===== config.mk =====
export PLATFORM = sky130hd
export DESIGN_NAME = crc_slip_frame_encoder
export DESIGN_NICKNAME = d
export VERILOG_FILES = /design/src/hdl/csfe_pkg.sv /design/src/hdl/csfe_front.sv /design/src/hdl/csfe_queue.sv /design/src/hdl/csfe_back.sv /design/src/hdl/crc_slip_frame_encoder.sv
export SDC_FILE = /design/constraint.sdc
export NUM_CORES = 1
export LEC_CHECK = 0
export BUFFER_PORTS_ARGS = -buffer_cell sky130_fd_sc_hd__buf_2
export CORE_MARGIN = 1
export CORE_UTILIZATION = 39
export DETAILED_ROUTE_END_ITERATION = 16
export PLACE_DENSITY = 0.64
export SLEW_MARGIN = 20
export SYNTH_ARGS = -nofsm -noshare
export SYNTH_HDL_FRONTEND = slang
export SYNTH_SLANG_ARGS = --single-unit

===== constraint.sdc =====
create_clock -name clk -period 7.7 [get_ports clk]
set_input_delay 1.54 -clock clk [delete_from_list [all_inputs] [get_ports clk]]
set_output_delay 1.54 -clock clk [all_outputs]
set_load 0.05 [all_outputs]

===== src/hdl/csfe_pkg.sv =====
// Package for the SLIP frame encoder: job type, SLIP codes and the CRC step.
package csfe_pkg;

  // SLIP codes
  localparam logic [7:0] SlipEnd    = 8'hC0;
  localparam logic [7:0] SlipEsc    = 8'hDB;
  localparam logic [7:0] SlipEscEnd = 8'hDC;
  localparam logic [7:0] SlipEscEsc = 8'hDD;

  // CRC-16/CCITT-FALSE
  localparam logic [15:0] CrcInit = 16'hFFFF;
  localparam logic [15:0] CrcPoly = 16'h1021;

  // Header layout: type, length, address, count, offset, requested bytes
  localparam int HdrBits     = 136;
  localparam int HdrBytes    = HdrBits / 8;
  localparam int IdxW        = $clog2(HdrBytes);
  localparam logic [IdxW-1:0] LastIdxShort = IdxW'(2);
  localparam logic [IdxW-1:0] LastIdxLong  = IdxW'(HdrBytes - 1);

  // Job queue between front and back
  localparam int QDepth = 4;
  localparam int QPtrW  = $clog2(QDepth);

  // One job: a header or one in-frame payload byte (held in byte 0 of body)
  typedef struct packed {
    logic               is_hdr;
    logic               storage;
    logic               close;
    logic [HdrBits-1:0] body;
  } job_t;

  // Back end sequencer states
  typedef enum logic [2:0] {
    ST_IDLE,
    ST_OPEN,
    ST_BYTE,
    ST_ESC,
    ST_CLOSE
  } back_state_t;

  // Source of the byte in ST_BYTE
  typedef enum logic [1:0] {
    SRC_FIELD,
    SRC_CRC_HI,
    SRC_CRC_LO
  } byte_src_t;

  // Advance the CRC by one byte, MSB first
  function automatic logic [15:0] crc_feed(input logic [15:0] crc, input logic [7:0] b);
    logic [15:0] c;
    c = crc ^ {b, 8'h00};
    for (int i = 0; i < 8; i++) begin
      if (c[15]) begin
        c = {c[14:0], 1'b0} ^ CrcPoly;
      end else begin
        c = {c[14:0], 1'b0};
      end
    end
    return c;
  endfunction

endpackage


===== src/hdl/csfe_front.sv =====
// Front end: accepts requests, tracks the open frame and queues jobs.
module csfe_front (
  input  logic                 clk,
  input  logic                 rst_n,
  input  logic                 cfg_we,
  input  logic                 cfg_storage_mode,
  input  logic                 acc,
  input  logic                 command,
  input  logic [7:0]           pkt_kind,
  input  logic [15:0]          payload_length,
  input  logic [31:0]          block_address,
  input  logic [15:0]          blk_count,
  input  logic [31:0]          byte_offset,
  input  logic [31:0]          requested_bytes,
  input  logic [7:0]           data_byte,
  output logic                 q_push,
  output csfe_pkg::job_t       q_job
);

  logic        storage_r;
  logic        in_frame_r, in_frame_nxt;
  logic [15:0] left_r, left_nxt;

  // Hold the storage mode register
  always_ff @(posedge clk) begin
    if (!rst_n) begin
      storage_r <= 1'b0;
    end else if (cfg_we) begin
      storage_r <= cfg_storage_mode;
    end
  end

  // Classify the request and build the job
  always_comb begin
    in_frame_nxt = in_frame_r;
    left_nxt     = left_r;
    q_push       = 1'b0;
    q_job.is_hdr  = ~command;
    q_job.storage = storage_r;
    q_job.close   = 1'b0;
    q_job.body    = {requested_bytes, byte_offset, blk_count, block_address,
                     payload_length, pkt_kind};
    if (acc) begin
      if (!command) begin
        q_push       = 1'b1;
        q_job.close  = (payload_length == 16'd0);
        in_frame_nxt = (payload_length != 16'd0);
        left_nxt     = payload_length;
      end else if (in_frame_r) begin
        q_push      = 1'b1;
        q_job.body  = {{(csfe_pkg::HdrBits-8){1'b0}}, data_byte};
        q_job.close = (left_r == 16'd1);
        left_nxt    = left_r - 16'd1;
        if (left_r == 16'd1) begin
          in_frame_nxt = 1'b0;
        end
      end
    end
  end

  // Advance the frame tracking
  always_ff @(posedge clk) begin
    if (!rst_n) begin
      in_frame_r <= 1'b0;
      left_r     <= 16'd0;
    end else begin
      in_frame_r <= in_frame_nxt;
      left_r     <= left_nxt;
    end
  end

endmodule


===== src/hdl/csfe_queue.sv =====
// Short job queue between front and back ends.
module csfe_queue (
  input  logic           clk,
  input  logic           rst_n,
  input  logic           push,
  input  csfe_pkg::job_t wr_job,
  output logic           full,
  input  logic           pop,
  output logic           empty,
  output csfe_pkg::job_t rd_job
);

  csfe_pkg::job_t                mem_r [csfe_pkg::QDepth];
  logic [csfe_pkg::QPtrW-1:0]    wr_ptr_r, rd_ptr_r;
  logic [csfe_pkg::QPtrW:0]      count_r;

  assign full   = (count_r == (csfe_pkg::QPtrW+1)'(csfe_pkg::QDepth));
  assign empty  = (count_r == '0);
  assign rd_job = mem_r[rd_ptr_r];

  // Store pushed jobs
  always_ff @(posedge clk) begin
    if (push) begin
      mem_r[wr_ptr_r] <= wr_job;
    end
  end

  // Advance pointers and count
  always_ff @(posedge clk) begin
    if (!rst_n) begin
      wr_ptr_r <= '0;
      rd_ptr_r <= '0;
      count_r  <= '0;
    end else begin
      if (push) begin
        wr_ptr_r <= wr_ptr_r + 1'b1;
      end
      if (pop) begin
        rd_ptr_r <= rd_ptr_r + 1'b1;
      end
      if (push && !pop) begin
        count_r <= count_r + 1'b1;
      end else if (pop && !push) begin
        count_r <= count_r - 1'b1;
      end
    end
  end

endmodule


===== src/hdl/csfe_back.sv =====
// Back end: serializes jobs into escaped SLIP bytes with the CRC trailer.
module csfe_back (
  input  logic           clk,
  input  logic           rst_n,
  input  logic           q_empty,
  input  csfe_pkg::job_t q_job,
  output logic           q_pop,
  output logic           out_empty,
  input  logic           out_pop,
  output logic [7:0]     out_byte,
  output logic           out_last_in_run,
  output logic           out_frame_end
);

  csfe_pkg::back_state_t        state_r, state_nxt;
  csfe_pkg::byte_src_t          src_r, src_nxt;
  csfe_pkg::job_t               job_r;
  logic [csfe_pkg::IdxW-1:0]    idx_r, idx_nxt;
  logic [15:0]                  crc_r, crc_nxt;
  logic [7:0]                   esc_r, esc_nxt;
  logic                         load;

  logic                         out_valid_r;
  logic [7:0]                   out_byte_r;
  logic                         out_last_r, out_end_r;

  logic                         adv;
  logic                         emit;
  logic [7:0]                   emit_byte;
  logic                         emit_last, emit_end;
  logic [7:0]                   cur_byte;
  logic [csfe_pkg::IdxW-1:0]    last_idx;
  logic                         field_done;

  assign adv       = !out_valid_r || out_pop;
  assign out_empty = !out_valid_r;
  assign out_byte        = out_byte_r;
  assign out_last_in_run = out_last_r;
  assign out_frame_end   = out_end_r;

  assign last_idx = !job_r.is_hdr ? '0 :
                    (job_r.storage ? csfe_pkg::LastIdxLong : csfe_pkg::LastIdxShort);

  // Select the raw byte for the current step
  always_comb begin
    case (src_r)
      csfe_pkg::SRC_CRC_HI: cur_byte = crc_r[15:8];
      csfe_pkg::SRC_CRC_LO: cur_byte = crc_r[7:0];
      default:              cur_byte = job_r.body[{idx_r, 3'b000} +: 8];
    endcase
  end

  // Sequence the job bytes
  always_comb begin
    state_nxt  = state_r;
    src_nxt    = src_r;
    idx_nxt    = idx_r;
    crc_nxt    = crc_r;
    esc_nxt    = esc_r;
    load       = 1'b0;
    q_pop      = 1'b0;
    emit       = 1'b0;
    emit_byte  = csfe_pkg::SlipEnd;
    emit_last  = 1'b0;
    emit_end   = 1'b0;
    field_done = 1'b0;
    unique case (state_r)
      csfe_pkg::ST_IDLE: begin
        if (!q_empty) begin
          load    = 1'b1;
          q_pop   = 1'b1;
          idx_nxt = '0;
          src_nxt = csfe_pkg::SRC_FIELD;
          if (q_job.is_hdr) begin
            crc_nxt   = csfe_pkg::CrcInit;
            state_nxt = csfe_pkg::ST_OPEN;
          end else begin
            state_nxt = csfe_pkg::ST_BYTE;
          end
        end
      end
      csfe_pkg::ST_OPEN: begin
        if (adv) begin
          emit      = 1'b1;
          emit_byte = csfe_pkg::SlipEnd;
          state_nxt = csfe_pkg::ST_BYTE;
        end
      end
      csfe_pkg::ST_BYTE: begin
        if (adv) begin
          emit = 1'b1;
          if (src_r == csfe_pkg::SRC_FIELD) begin
            crc_nxt = csfe_pkg::crc_feed(crc_r, cur_byte);
          end
          if (cur_byte == csfe_pkg::SlipEnd || cur_byte == csfe_pkg::SlipEsc) begin
            emit_byte = csfe_pkg::SlipEsc;
            esc_nxt   = (cur_byte == csfe_pkg::SlipEnd) ? csfe_pkg::SlipEscEnd
                                                        : csfe_pkg::SlipEscEsc;
            state_nxt = csfe_pkg::ST_ESC;
          end else begin
            emit_byte  = cur_byte;
            field_done = 1'b1;
          end
        end
      end
      csfe_pkg::ST_ESC: begin
        if (adv) begin
          emit       = 1'b1;
          emit_byte  = esc_r;
          field_done = 1'b1;
        end
      end
      csfe_pkg::ST_CLOSE: begin
        if (adv) begin
          emit      = 1'b1;
          emit_byte = csfe_pkg::SlipEnd;
          emit_last = 1'b1;
          emit_end  = 1'b1;
          state_nxt = csfe_pkg::ST_IDLE;
        end
      end
      default: state_nxt = csfe_pkg::ST_IDLE;
    endcase

    // Step to the next byte once the current one is fully sent
    if (field_done) begin
      unique case (src_r)
        csfe_pkg::SRC_CRC_HI: begin
          src_nxt   = csfe_pkg::SRC_CRC_LO;
          state_nxt = csfe_pkg::ST_BYTE;
        end
        csfe_pkg::SRC_CRC_LO: begin
          state_nxt = csfe_pkg::ST_CLOSE;
        end
        default: begin
          if (idx_r != last_idx) begin
            idx_nxt   = idx_r + 1'b1;
            state_nxt = csfe_pkg::ST_BYTE;
          end else if (job_r.close) begin
            src_nxt   = csfe_pkg::SRC_CRC_HI;
            state_nxt = csfe_pkg::ST_BYTE;
          end else begin
            emit_last = 1'b1;
            state_nxt = csfe_pkg::ST_IDLE;
          end
        end
      endcase
    end
  end

  // Hold the sequencer state
  always_ff @(posedge clk) begin
    if (!rst_n) begin
      state_r <= csfe_pkg::ST_IDLE;
      src_r   <= csfe_pkg::SRC_FIELD;
      idx_r   <= '0;
      crc_r   <= csfe_pkg::CrcInit;
    end else begin
      state_r <= state_nxt;
      src_r   <= src_nxt;
      idx_r   <= idx_nxt;
      crc_r   <= crc_nxt;
    end
  end

  // Capture the job and pending escape code
  always_ff @(posedge clk) begin
    esc_r <= esc_nxt;
    if (load) begin
      job_r <= q_job;
    end
  end

  // Drive the output register
  always_ff @(posedge clk) begin
    if (!rst_n) begin
      out_valid_r <= 1'b0;
    end else if (adv) begin
      out_valid_r <= emit;
    end
  end

  always_ff @(posedge clk) begin
    if (adv && emit) begin
      out_byte_r <= emit_byte;
      out_last_r <= emit_last;
      out_end_r  <= emit_end;
    end
  end

  // A closing END is always the end of its run
  a_end_is_last: assert property (@(posedge clk) disable iff (!rst_n)
    (out_valid_r && out_end_r) |-> (out_last_r && out_byte_r == csfe_pkg::SlipEnd))
    else $error("closing END without last_in_run");

  // While the second half of an escape waits, the escape byte is shown
  a_esc_pending: assert property (@(posedge clk) disable iff (!rst_n)
    (state_r == csfe_pkg::ST_ESC) |-> (out_valid_r && out_byte_r == csfe_pkg::SlipEsc))
    else $error("escape pending without escape byte at the output");

  // The closing END only follows the low CRC byte
  a_close_after_crc: assert property (@(posedge clk) disable iff (!rst_n)
    (state_r == csfe_pkg::ST_CLOSE) |-> (src_r == csfe_pkg::SRC_CRC_LO))
    else $error("closing END reached without CRC");

endmodule


===== src/hdl/crc_slip_frame_encoder.sv =====
// Top level of the SLIP frame encoder with CRC-16/CCITT-FALSE trailer.
//
// Input channel: push a request while full is low. A header request
// (in_command 0) opens a frame; a payload request (in_command 1) adds one
// data byte to the open frame and is dropped when no frame is open.
// Result channel: while out_empty is low the next encoded byte is shown;
// pop takes it. out_last_in_run marks the last byte caused by one request,
// out_frame_end the closing END.
// Configuration: cfg_we writes cfg_storage_mode; it is sampled per header.
// Requests go through a four-entry job queue; the back end emits one byte
// per cycle from the output register while the receiver pops, and none
// while it loads a job. An escaped byte goes out as ESC and its code; a
// header is an opening END and three field bytes (seventeen in storage
// mode), and a closing run adds the two CRC bytes and a closing END.
// Reset clears the queue, the frame state and the storage mode. When the
// receiver stalls, the output register holds and the queue fills; full
// then rises and holds off further requests.
module crc_slip_frame_encoder (
  input  logic        clk,
  input  logic        rst_n,
  input  logic        cfg_we,
  input  logic        cfg_storage_mode,
  input  logic        in_push,
  output logic        in_full,
  input  logic        in_command,
  input  logic [7:0]  in_pkt_kind,
  input  logic [15:0] in_payload_length,
  input  logic [31:0] in_block_address,
  input  logic [15:0] in_blk_count,
  input  logic [31:0] in_byte_offset,
  input  logic [31:0] in_requested_bytes,
  input  logic [7:0]  in_data_byte,
  output logic        out_empty,
  input  logic        out_pop,
  output logic [7:0]  out_byte,
  output logic        out_last_in_run,
  output logic        out_frame_end
);

  logic           acc;
  logic           q_push, q_pop, q_empty;
  csfe_pkg::job_t q_wr_job, q_rd_job;

  assign acc = in_push && !in_full;

  csfe_front u_front (
    .clk              (clk),
    .rst_n            (rst_n),
    .cfg_we           (cfg_we),
    .cfg_storage_mode (cfg_storage_mode),
    .acc              (acc),
    .command          (in_command),
    .pkt_kind         (in_pkt_kind),
    .payload_length   (in_payload_length),
    .block_address    (in_block_address),
    .blk_count        (in_blk_count),
    .byte_offset      (in_byte_offset),
    .requested_bytes  (in_requested_bytes),
    .data_byte        (in_data_byte),
    .q_push           (q_push),
    .q_job            (q_wr_job)
  );

  csfe_queue u_queue (
    .clk    (clk),
    .rst_n  (rst_n),
    .push   (q_push),
    .wr_job (q_wr_job),
    .full   (in_full),
    .pop    (q_pop),
    .empty  (q_empty),
    .rd_job (q_rd_job)
  );

  csfe_back u_back (
    .clk             (clk),
    .rst_n           (rst_n),
    .q_empty         (q_empty),
    .q_job           (q_rd_job),
    .q_pop           (q_pop),
    .out_empty       (out_empty),
    .out_pop         (out_pop),
    .out_byte        (out_byte),
    .out_last_in_run (out_last_in_run),
    .out_frame_end   (out_frame_end)
  );

endmodule

==> impl.org, run 1 <==
** Synthesis
- Counting flops with an async set or reset pin after synthesis yields a share of 0.
- By area, the combinational part of the netlist is dominated by multiplexers.
- The compound-gate portion of the synthesized area is 0.0343.
- Post-synthesis sequential area ratio :: 0.742
- The synthesized netlist occupies a cell area of 30000 um2.
- The Yosys step of the flow raised 0 warnings.
- In this run, synthesis inferred 706 flip-flops with an integrated enable.
- edfxtp_1 takes more of the synthesized area than any other cell.
- Flops & latches, synth :: 760
- Parity-gate share of the synthesized area counting xor and xnor cells :: 0.00946
- The share of synthesized area in the top cell type comes to 0.706.
- Of the total synthesized cell area, the portion taken by AND, OR, NAND and NOR gates is 0.0588.
- A synthesized cell averages 19.0 um2.
- In the post-synthesis netlist, the biggest area contributors are edfxtp_1 (71%), mux4_2 (11%), dfxtp_1 (3.6%).
- Number of nets in the synthesized netlist :: 1743
- The cell count after synthesis came out at 1580.
- In this run, distinct cell masters in the synthesized netlist total 75.
- Arithmetic-cell share of the synthesized area counting full adders, half adders and majority gates :: 0.00525
- Proportion of synthesized area in mux cells :: 0.135
- Most common flop cell mapped by yosys :: edfxtp_1

** Timing
- In the finished design, the share of the clock period the worst path needs comes to 0.657.
- After layout, the minimum clock period comes to 5060 ps.
- Final setup violation count :: 0
- Max_slew headroom :: 0.262
- Final Hold Viols :: 0
- Slew Viols, Final :: 0
- Maximum clock frequency :: 198 MHz
- Setup TNS :: 0 ps
- RSZ-0062 raised after global routing :: no
- The clock arrives with 19.6 ps of skew.
- At the pin with the least slew margin, the transition time is 1110 ps.

** GRT
- Global routing finished with a remaining overflow of 0.
- Largest net degree at the start of global routing :: 137
- The via count of the first global-routing pass came to 15.3k.
- The initial antenna violation count is 0.
- Global-route wire length before repair :: 97200 um
- Across every metal layer, demand over resource in global routing totals 0.166.

** Placement
- Port Buffers :: 162
- Detailed placement ended at an HPWL of 38600 um.
- Routability-driven placement finished with a final weighted congestion of 0.832.

** Power
- Power spread over the standard cell area amounts to 357 nW/um2.
- Post-layout power :: 12.4 mW
- The analysis attributes to cell leakage a power of 11.1 nW.
- IR analysis of the VDD net gives a maximum drop of 0.213 mV.

** Setup path
- Kind of cell adding the most delay to the critical path :: buffers and inverters
- Worst r2r src :: u_queue.count_r[0]$_SDFFE_PN0P_
- The critical path goes through buf_2 > inv_1 > o211ai_1 > inv_1 > and2_4 > buf_12.
- Critical Path Start Type :: input port
- The number of buffers and inverters on the critical path is 4.
- The worst setup path is of the in2reg kind.
- The worst register-to-register path ends at u_queue.mem_r[2][32]$_DFFE_PP_.
- Endpoint arrival time on the critical path :: 5320 ps
- Peak fanout along the critical path :: 74
- The number of cells on the worst reg-to-reg path is 6.
- Setup slack on the worst reg-to-reg path comes out at 3830 ps.
- The slowest stage of the critical path is the and2_4 cell.
- STA puts the critical path data required time at 7960 ps.
- Levels on crit path :: 6
- Maximum single-stage delay on the critical path :: 1000 ps
- Capturing element type of the critical path :: flop
- By instance count, the cell type seen most on the critical path is inv_1.

** Hold path
- Critical hold path startpoint :: u_front.left_r[11]$_SDFFE_PN0P_
- Along the worst hold path, the cell count comes to 2.
- The path class of the tightest hold or removal check is reg2reg.
- The path with the worst hold slack has its endpoint at u_front.left_r[11]$_SDFFE_PN0P_.

** Routing
- Met1 Routed Length :: 29500 um
- Total iterations of the first detailed-routing run :: 5
- In the routed design, unresolved DRC markers number 0.
- Post-DR vias/cell :: 5.28
- Uppermost layer routed :: met4
- Number of vias in the routed layout :: 15.1k
- After detailed routing, the average wire length per cell comes to 22.8 um.
- Wire length on met3 :: 3130 um
- The routed design has 65000 um of wire.
- After the first detailed-routing iteration, the DRC count stood at 1292.
- The routed design uses 31100 um of met2 wire.
- Antenna viol nets, final :: 0

** Final layout
- Combined area of the multi-input logic cells :: 7290 um2
- Leading cell types in the layout, fill and taps excluded :: edfxtp_1 (706), buf_2 (162), mux4_2 (152)
- In the final layout, flip-flops and latches occupy 22300 um2.
- At the end of the flow, the number of nets in the layout was 1918.
- Share of post-route cells with drive strength above 1 :: 0.275
- From synthesis to final layout, the design area changed by 15.8%.
- Most common library cell in the layout ignoring fill and taps :: edfxtp_1
- The layout has 6505 filler cells.

** Floorplan
- For this configuration, the core starts out at a cell density of 0.395.
- The core region is 76100 um2.
- The die covers 78100 um2.
- In this run the count of I/O pins placed on the die edge is 163.
- The floorplan step set the die width to 279 um.
- Number of rows in the core area :: 101
- Vertical die dimension :: 279 um

** Status
- The flow ran to the end, and the final reports show no timing, DRC or antenna violations.

** Clock tree
- The H-tree generated during clock tree synthesis spans 3 levels.
- The clock passes through at most 3 buffers.
- The number of setup buffers added after CTS is 0.
- The number of gates resized after CTS was 0.
- Number of buffers added by the clock tree synthesis step :: 78
- In this run, post-CTS hold repair placed 0 buffers.
- CTS tree :: yes
- The clock drives 760 sinks.
- CTS placed an instance of clkbuf_16 at the clock tree root.
- Clock-pin slew was measured on the worst setup and hold paths at 60 ps.
- Clk Latency, worst-skew pair :: 630 ps

** Flow run
- Number of violations of the max-capacitance limit :: 0
-- per-layer routing --
metal / track usage / up-vias
met2: 0.267 / 462
li1: - / 6668
met3: 0.0252 / 82
met5: 0 / -
met1: 0.237 / 7859
met4: 0.0464 / 0
-- worst min-delay path, delay by kind of cell, from the launching register on --
family | cells | cell delay (ps)
AOI/OAI and AO/OA | 2 | 130
DFF | 1 | 310
-- registers in the layout, indices dropped and copies added (netlist names), named ones only --
signal / cells
u_back.out_frame_end: 1
u_back.out_byte: 8
u_front.storage_r: 1
u_back.state_r: 3
u_back.out_valid_r: 1
u_back.crc_r: 16
u_back.idx_r: 5
u_back.src_r: 2
u_back.out_last_in_run: 1
u_queue.wr_ptr_r: 2
u_back.job_r: 139
u_queue.mem_r: 556
u_queue.rd_ptr_r: 2
u_back.esc_r: 1
u_front.left_r: 16
u_front.in_frame_r: 1
u_queue.count_r: 3
-- synth_stat cells (16+ instances only) --
cell	instances
edfxtp_1	706
mux4_2	152
and2_1	136
nand2_1	59
dfxtp_1	54
a21oi_1	51
clkbuf_1	51
nor2_1	37
mux2i_1	30
buf_1	23
nor3_1	23
o21ai_0	21
inv_1	18
nand3_1	16
-- how the worst max path moves through the flow --
stage / startpoint / end
after floorplan: in_command / u_queue.mem_r[0][0]$_DFFE_PP_
after global placement: in_command / u_queue.mem_r[2][29]$_DFFE_PP_
after detailed placement: in_command / u_queue.mem_r[2][40]$_DFFE_PP_
after CTS: in_command / u_queue.mem_r[2][48]$_DFFE_PP_
after global routing: in_command / u_queue.mem_r[2][32]$_DFFE_PP_
final: in_command / u_queue.mem_r[2][32]$_DFFE_PP_
-- cells by family after synthesis --
family / count (synthesis)
flops: 760
simple gates: 321
mux: 202
compound gates: 152
buf+inv: 104
xor+xnor: 29
fa+ha+maj: 12
-- report_power, final --
| group | switching (mW) | leakage [nW] | internal [mW] |
|---|---|---|---|
| sequential | 0.266 | 6.93 | 5.43 |
| clock | 1.57 | 1.33 | 2.42 |
| combinational | 1.63 | 2.88 | 1.09 |
-- stage by stage --
stage          instance area (um2)  hold slack [ps]   util  std cells  worst slack [ps]
4_1_cts                      34700              481  0.456       2848              2670
2_1_floorplan                30000              444      -       1580              1760
3_5_place_dp                 31900              472  0.420       2703              2030
6_report                     34700              477  0.457       2852              2640
3_3_place_gp                 31900              459  0.420       2703              2040
5_1_grt                      34700              509  0.457       2850              2450
-- area by class of cell --
type | count | share of cell area
antenna | 2 | 0.000144
clock buffer | 92 | 0.0589
sequential | 760 | 0.642
multi-input combinational | 716 | 0.210
clock inverter | 53 | 0.0202
timing repair buffer | 181 | 0.0304
tap | 1030 | 0.0371
inverter | 18 | 0.00209
(Power assumes the default switching activity.)
==> run 2, diff against run 1 <==
- clock period: 7.7 -> 4.7 ns (I/O delays scaled with it)
==> impl.org, run 2 (synthesis gave the netlist of run 1 again) <==
** Floorplan
- Pin placement for this block handled 163 I/O pins.
- Core ar. :: 76100 um2
- The floorplan step set the die width to 279 um.
- Initial core utilization :: 0.395
- The die is 279 um tall.
- Total die area :: 78100 um2
- Number of rows in the core area :: 101

** Timing
- Maximum clock frequency :: 298 MHz
- Post-route fraction of the period consumed by the critical path :: 0.715
- Slew Viols, Final :: 0
- Max_slew headroom :: 0.350
- Setup TNS :: 0 ps
- RSZ-0062 raised after global routing :: no
- For the final database, setup skew stands at 22.5 ps.
- Setup violations remaining at the end of the flow were counted as 0.
- For the pin with the worst max-slew slack, the measured transition is 971 ps.
- Final Hold Viols :: 0
- Final critical-path required period :: 3360 ps

** Routing
- Met1 Routed Length :: 28800 um
- Antenna viol nets, final :: 0
- The highest layer touched by signal routing is met5.
- Starting DRT DRC Count :: 1166
- Wire length on met3 :: 3680 um
- Avg WL per Cell :: 23.0 um
- In the routed layout, each cell is associated on average with a via count of 5.26.
- The first TritonRoute pass finished after 7 iterations.
- After detailed routing, the number of remaining DRC violations is 0.
- Summing over every cut layer, the via total after detailed routing is 15.1k.
- After detailed routing, the total wire length is 65800 um.
- Met2 WL :: 31800 um

** Clock tree
- Counting the buffers created by CTS gives 80.
- H-tree level count :: 3
- After clock tree synthesis, the flow added hold-fix buffers numbering 0.
- The later pin in the worst-skew pair is clocked with a latency of 630 ps.
- CTS clock-pin slew for the worst setup and hold paths :: 60 ps
- CTS sink cnt :: 760
- CTS tree :: yes
- The cell sitting at the root of the clock tree is a clkbuf_16.
- The clock passes through at most 3 buffers.
- Post CTS Setup Buffer Count :: 0
- In this run, post-CTS repair resized a total of 0 instances.

** Setup path
- Endpoint arrival time on the critical path :: 3870 ps
- WP data required :: 5210 ps
- The setup path with the least slack is of type reg2reg.
- STA classifies the critical path endpoint as a flop.
- Worst r2r src :: u_back.idx_r[0]$_SDFF_PN0_
- The endpoint identified for the worst register-to-register timing path is u_back.src_r[0]$_SDFF_PN0_.
- Across all register-to-register paths, the minimum setup slack is 1340 ps.
- Counting cells, the worst reg-to-reg path comes to 9.
- The worst setup path is launched from a flop.
- Peak fanout along the critical path :: 27
- Startpoint of the most critical setup path :: u_back.idx_r[0]$_SDFF_PN0_

** Final layout
- Most common library cell in the layout ignoring fill and taps :: edfxtp_1
- Area grow syn2layout :: 16.0%
- Share of post-route cells with drive strength above 1 :: 0.279
- Leading cell types in the layout, fill and taps excluded :: edfxtp_1 (706), buf_2 (162), mux4_2 (152)
- Leaving out filler cells and counting taps, the final layout contains 2863.
- Largest Register :: u_queue.mem_r
- The register with the most flip-flops in the layout has 556 of them.
- In the final design database the tool counted 1933 nets.
- Largest registers :: u_queue.mem_r x556, u_back.job_r x139
- Fill cell total of the finished layout :: 6528

** Power
- Pint :: 14.5 mW
- Pwr/cell area :: 579 nW/um2
- In this run the static leakage power is 11.2 nW.
- For this design the total switching power over the nets is 5.68 mW.
- Of the total power, the share spent switching nets is 0.282.
- Maximum VDD drop :: 0.406 mV
- Clock group share of total power :: 0.313
- Reg power frac :: 0.464
- The share of total power dissipated in combinational logic is 0.223.

** Placement
- Cell count after placement :: 2718
- Port Buffers :: 162
- Post-detailed-placement half-perimeter wirelength :: 40500 um
- The congestion estimate from routability-driven global placement came to 0.821.

** GRT
- Largest net degree at the start of global routing :: 139
- Aggregate global routing overflow :: 0
- Number of antenna violations at the first check in global routing :: 7
- Global-route total usage across every layer :: 0.171
- The first global-routing pass estimated 99500 um of wire.
- Number of global-route vias before repair :: 15.4k

** Hold path
- Kind of path behind the tightest hold check :: reg2reg
- Terminating pin of the worst hold path :: u_front.left_r[11]$_SDFFE_PN0P_
- Number of cells traversed by the worst hold path :: 2
- In this run the most critical hold path is launched from u_front.left_r[11]$_SDFFE_PN0P_.

** Flow run
- Max-cap violations in this run came to 0.

** Status
- Outcome :: finished clean
[run 2: changes by cell type in the layout (fill, tap and decap cells not counted), moves of 2 or more]
cell	delta
clkinv_8	-2
clkinv_2	-2
inv_6	+5
bufinv_16	-7
clkbuf_16	+5
buf_12	+10
buf_4	+5
buf_16	-2
clkinv_1	-3
clkbuf_1	+4
[run 2: cell type report]
cell class | count | area [um2] | area share
clock buffers | 102 | 2200 | 0.0632
clock inverters | 42 | 433 | 0.0124
repair buffers | 194 | 1240 | 0.0356
diodes | 1 | 2.50 | 0.0000719
inverters | 18 | 72.6 | 0.00208
well taps | 1030 | 1290 | 0.0370
flip-flops and latches | 760 | 22300 | 0.640
multi-input cells | 716 | 7290 | 0.209
[run 2: how the worst max path moves through the flow]
stage / end / slack, ps / cells past startpoint
6_report: u_back.src_r[0]$_SDFF_PN0_ / 1340 / 9
5_1_grt: u_back.src_r[0]$_SDFF_PN0_ / 1160 / 9
4_1_cts: u_back.src_r[0]$_SDFF_PN0_ / 1360 / 9
3_5_place_dp: u_queue.mem_r[2][68]$_DFFE_PP_ / 1100 / 7
3_3_place_gp: u_queue.count_r[2]$_SDFFE_PN0P_ / 1130 / 11
2_1_floorplan: flop / 140 / 7
[run 2: power by group through the flow]
stage / clock, mW / combinational, mW / sequential (mW)
floorplan: 0 / 3.15 / 9.45
global placement: 0 / 4.51 / 9.45
detailed placement: 0 / 4.57 / 9.47
CTS: 6.46 / 4.59 / 9.35
global route: 6.71 / 4.86 / 9.43
finish: 6.31 / 4.50 / 9.34
[run 2: per-stage QoR]
step	util	hold slack [ps]	total power, mW	instance area, um2	setup WS [ps]
after floorplan	-	444	12.6	30000	141
after global placement	0.423	461	14.0	32200	1130
after detailed placement	0.423	471	14.0	32200	1100
after CTS	0.458	479	20.4	34800	1360
after global routing	0.458	526	21.0	34800	1160
final	0.458	478	20.1	34800	1340
[run 2: worst max-delay path, stage by stage, from the launching register on]
cell,delay [ps]
dfxtp_2,310
buf_4,480
mux4_1,640
mux2_2,280
nand2_1,80
a32o_1,360
nor4_2,130
o211ai_2,490
nand2_1,150
o221a_1,290
[run 2: routing by layer]
layer  vias up  track usage
met5         -            0
met4        10       0.0560
met3       114       0.0318
met2       432        0.272
met1      7795        0.238
li1       6718            -
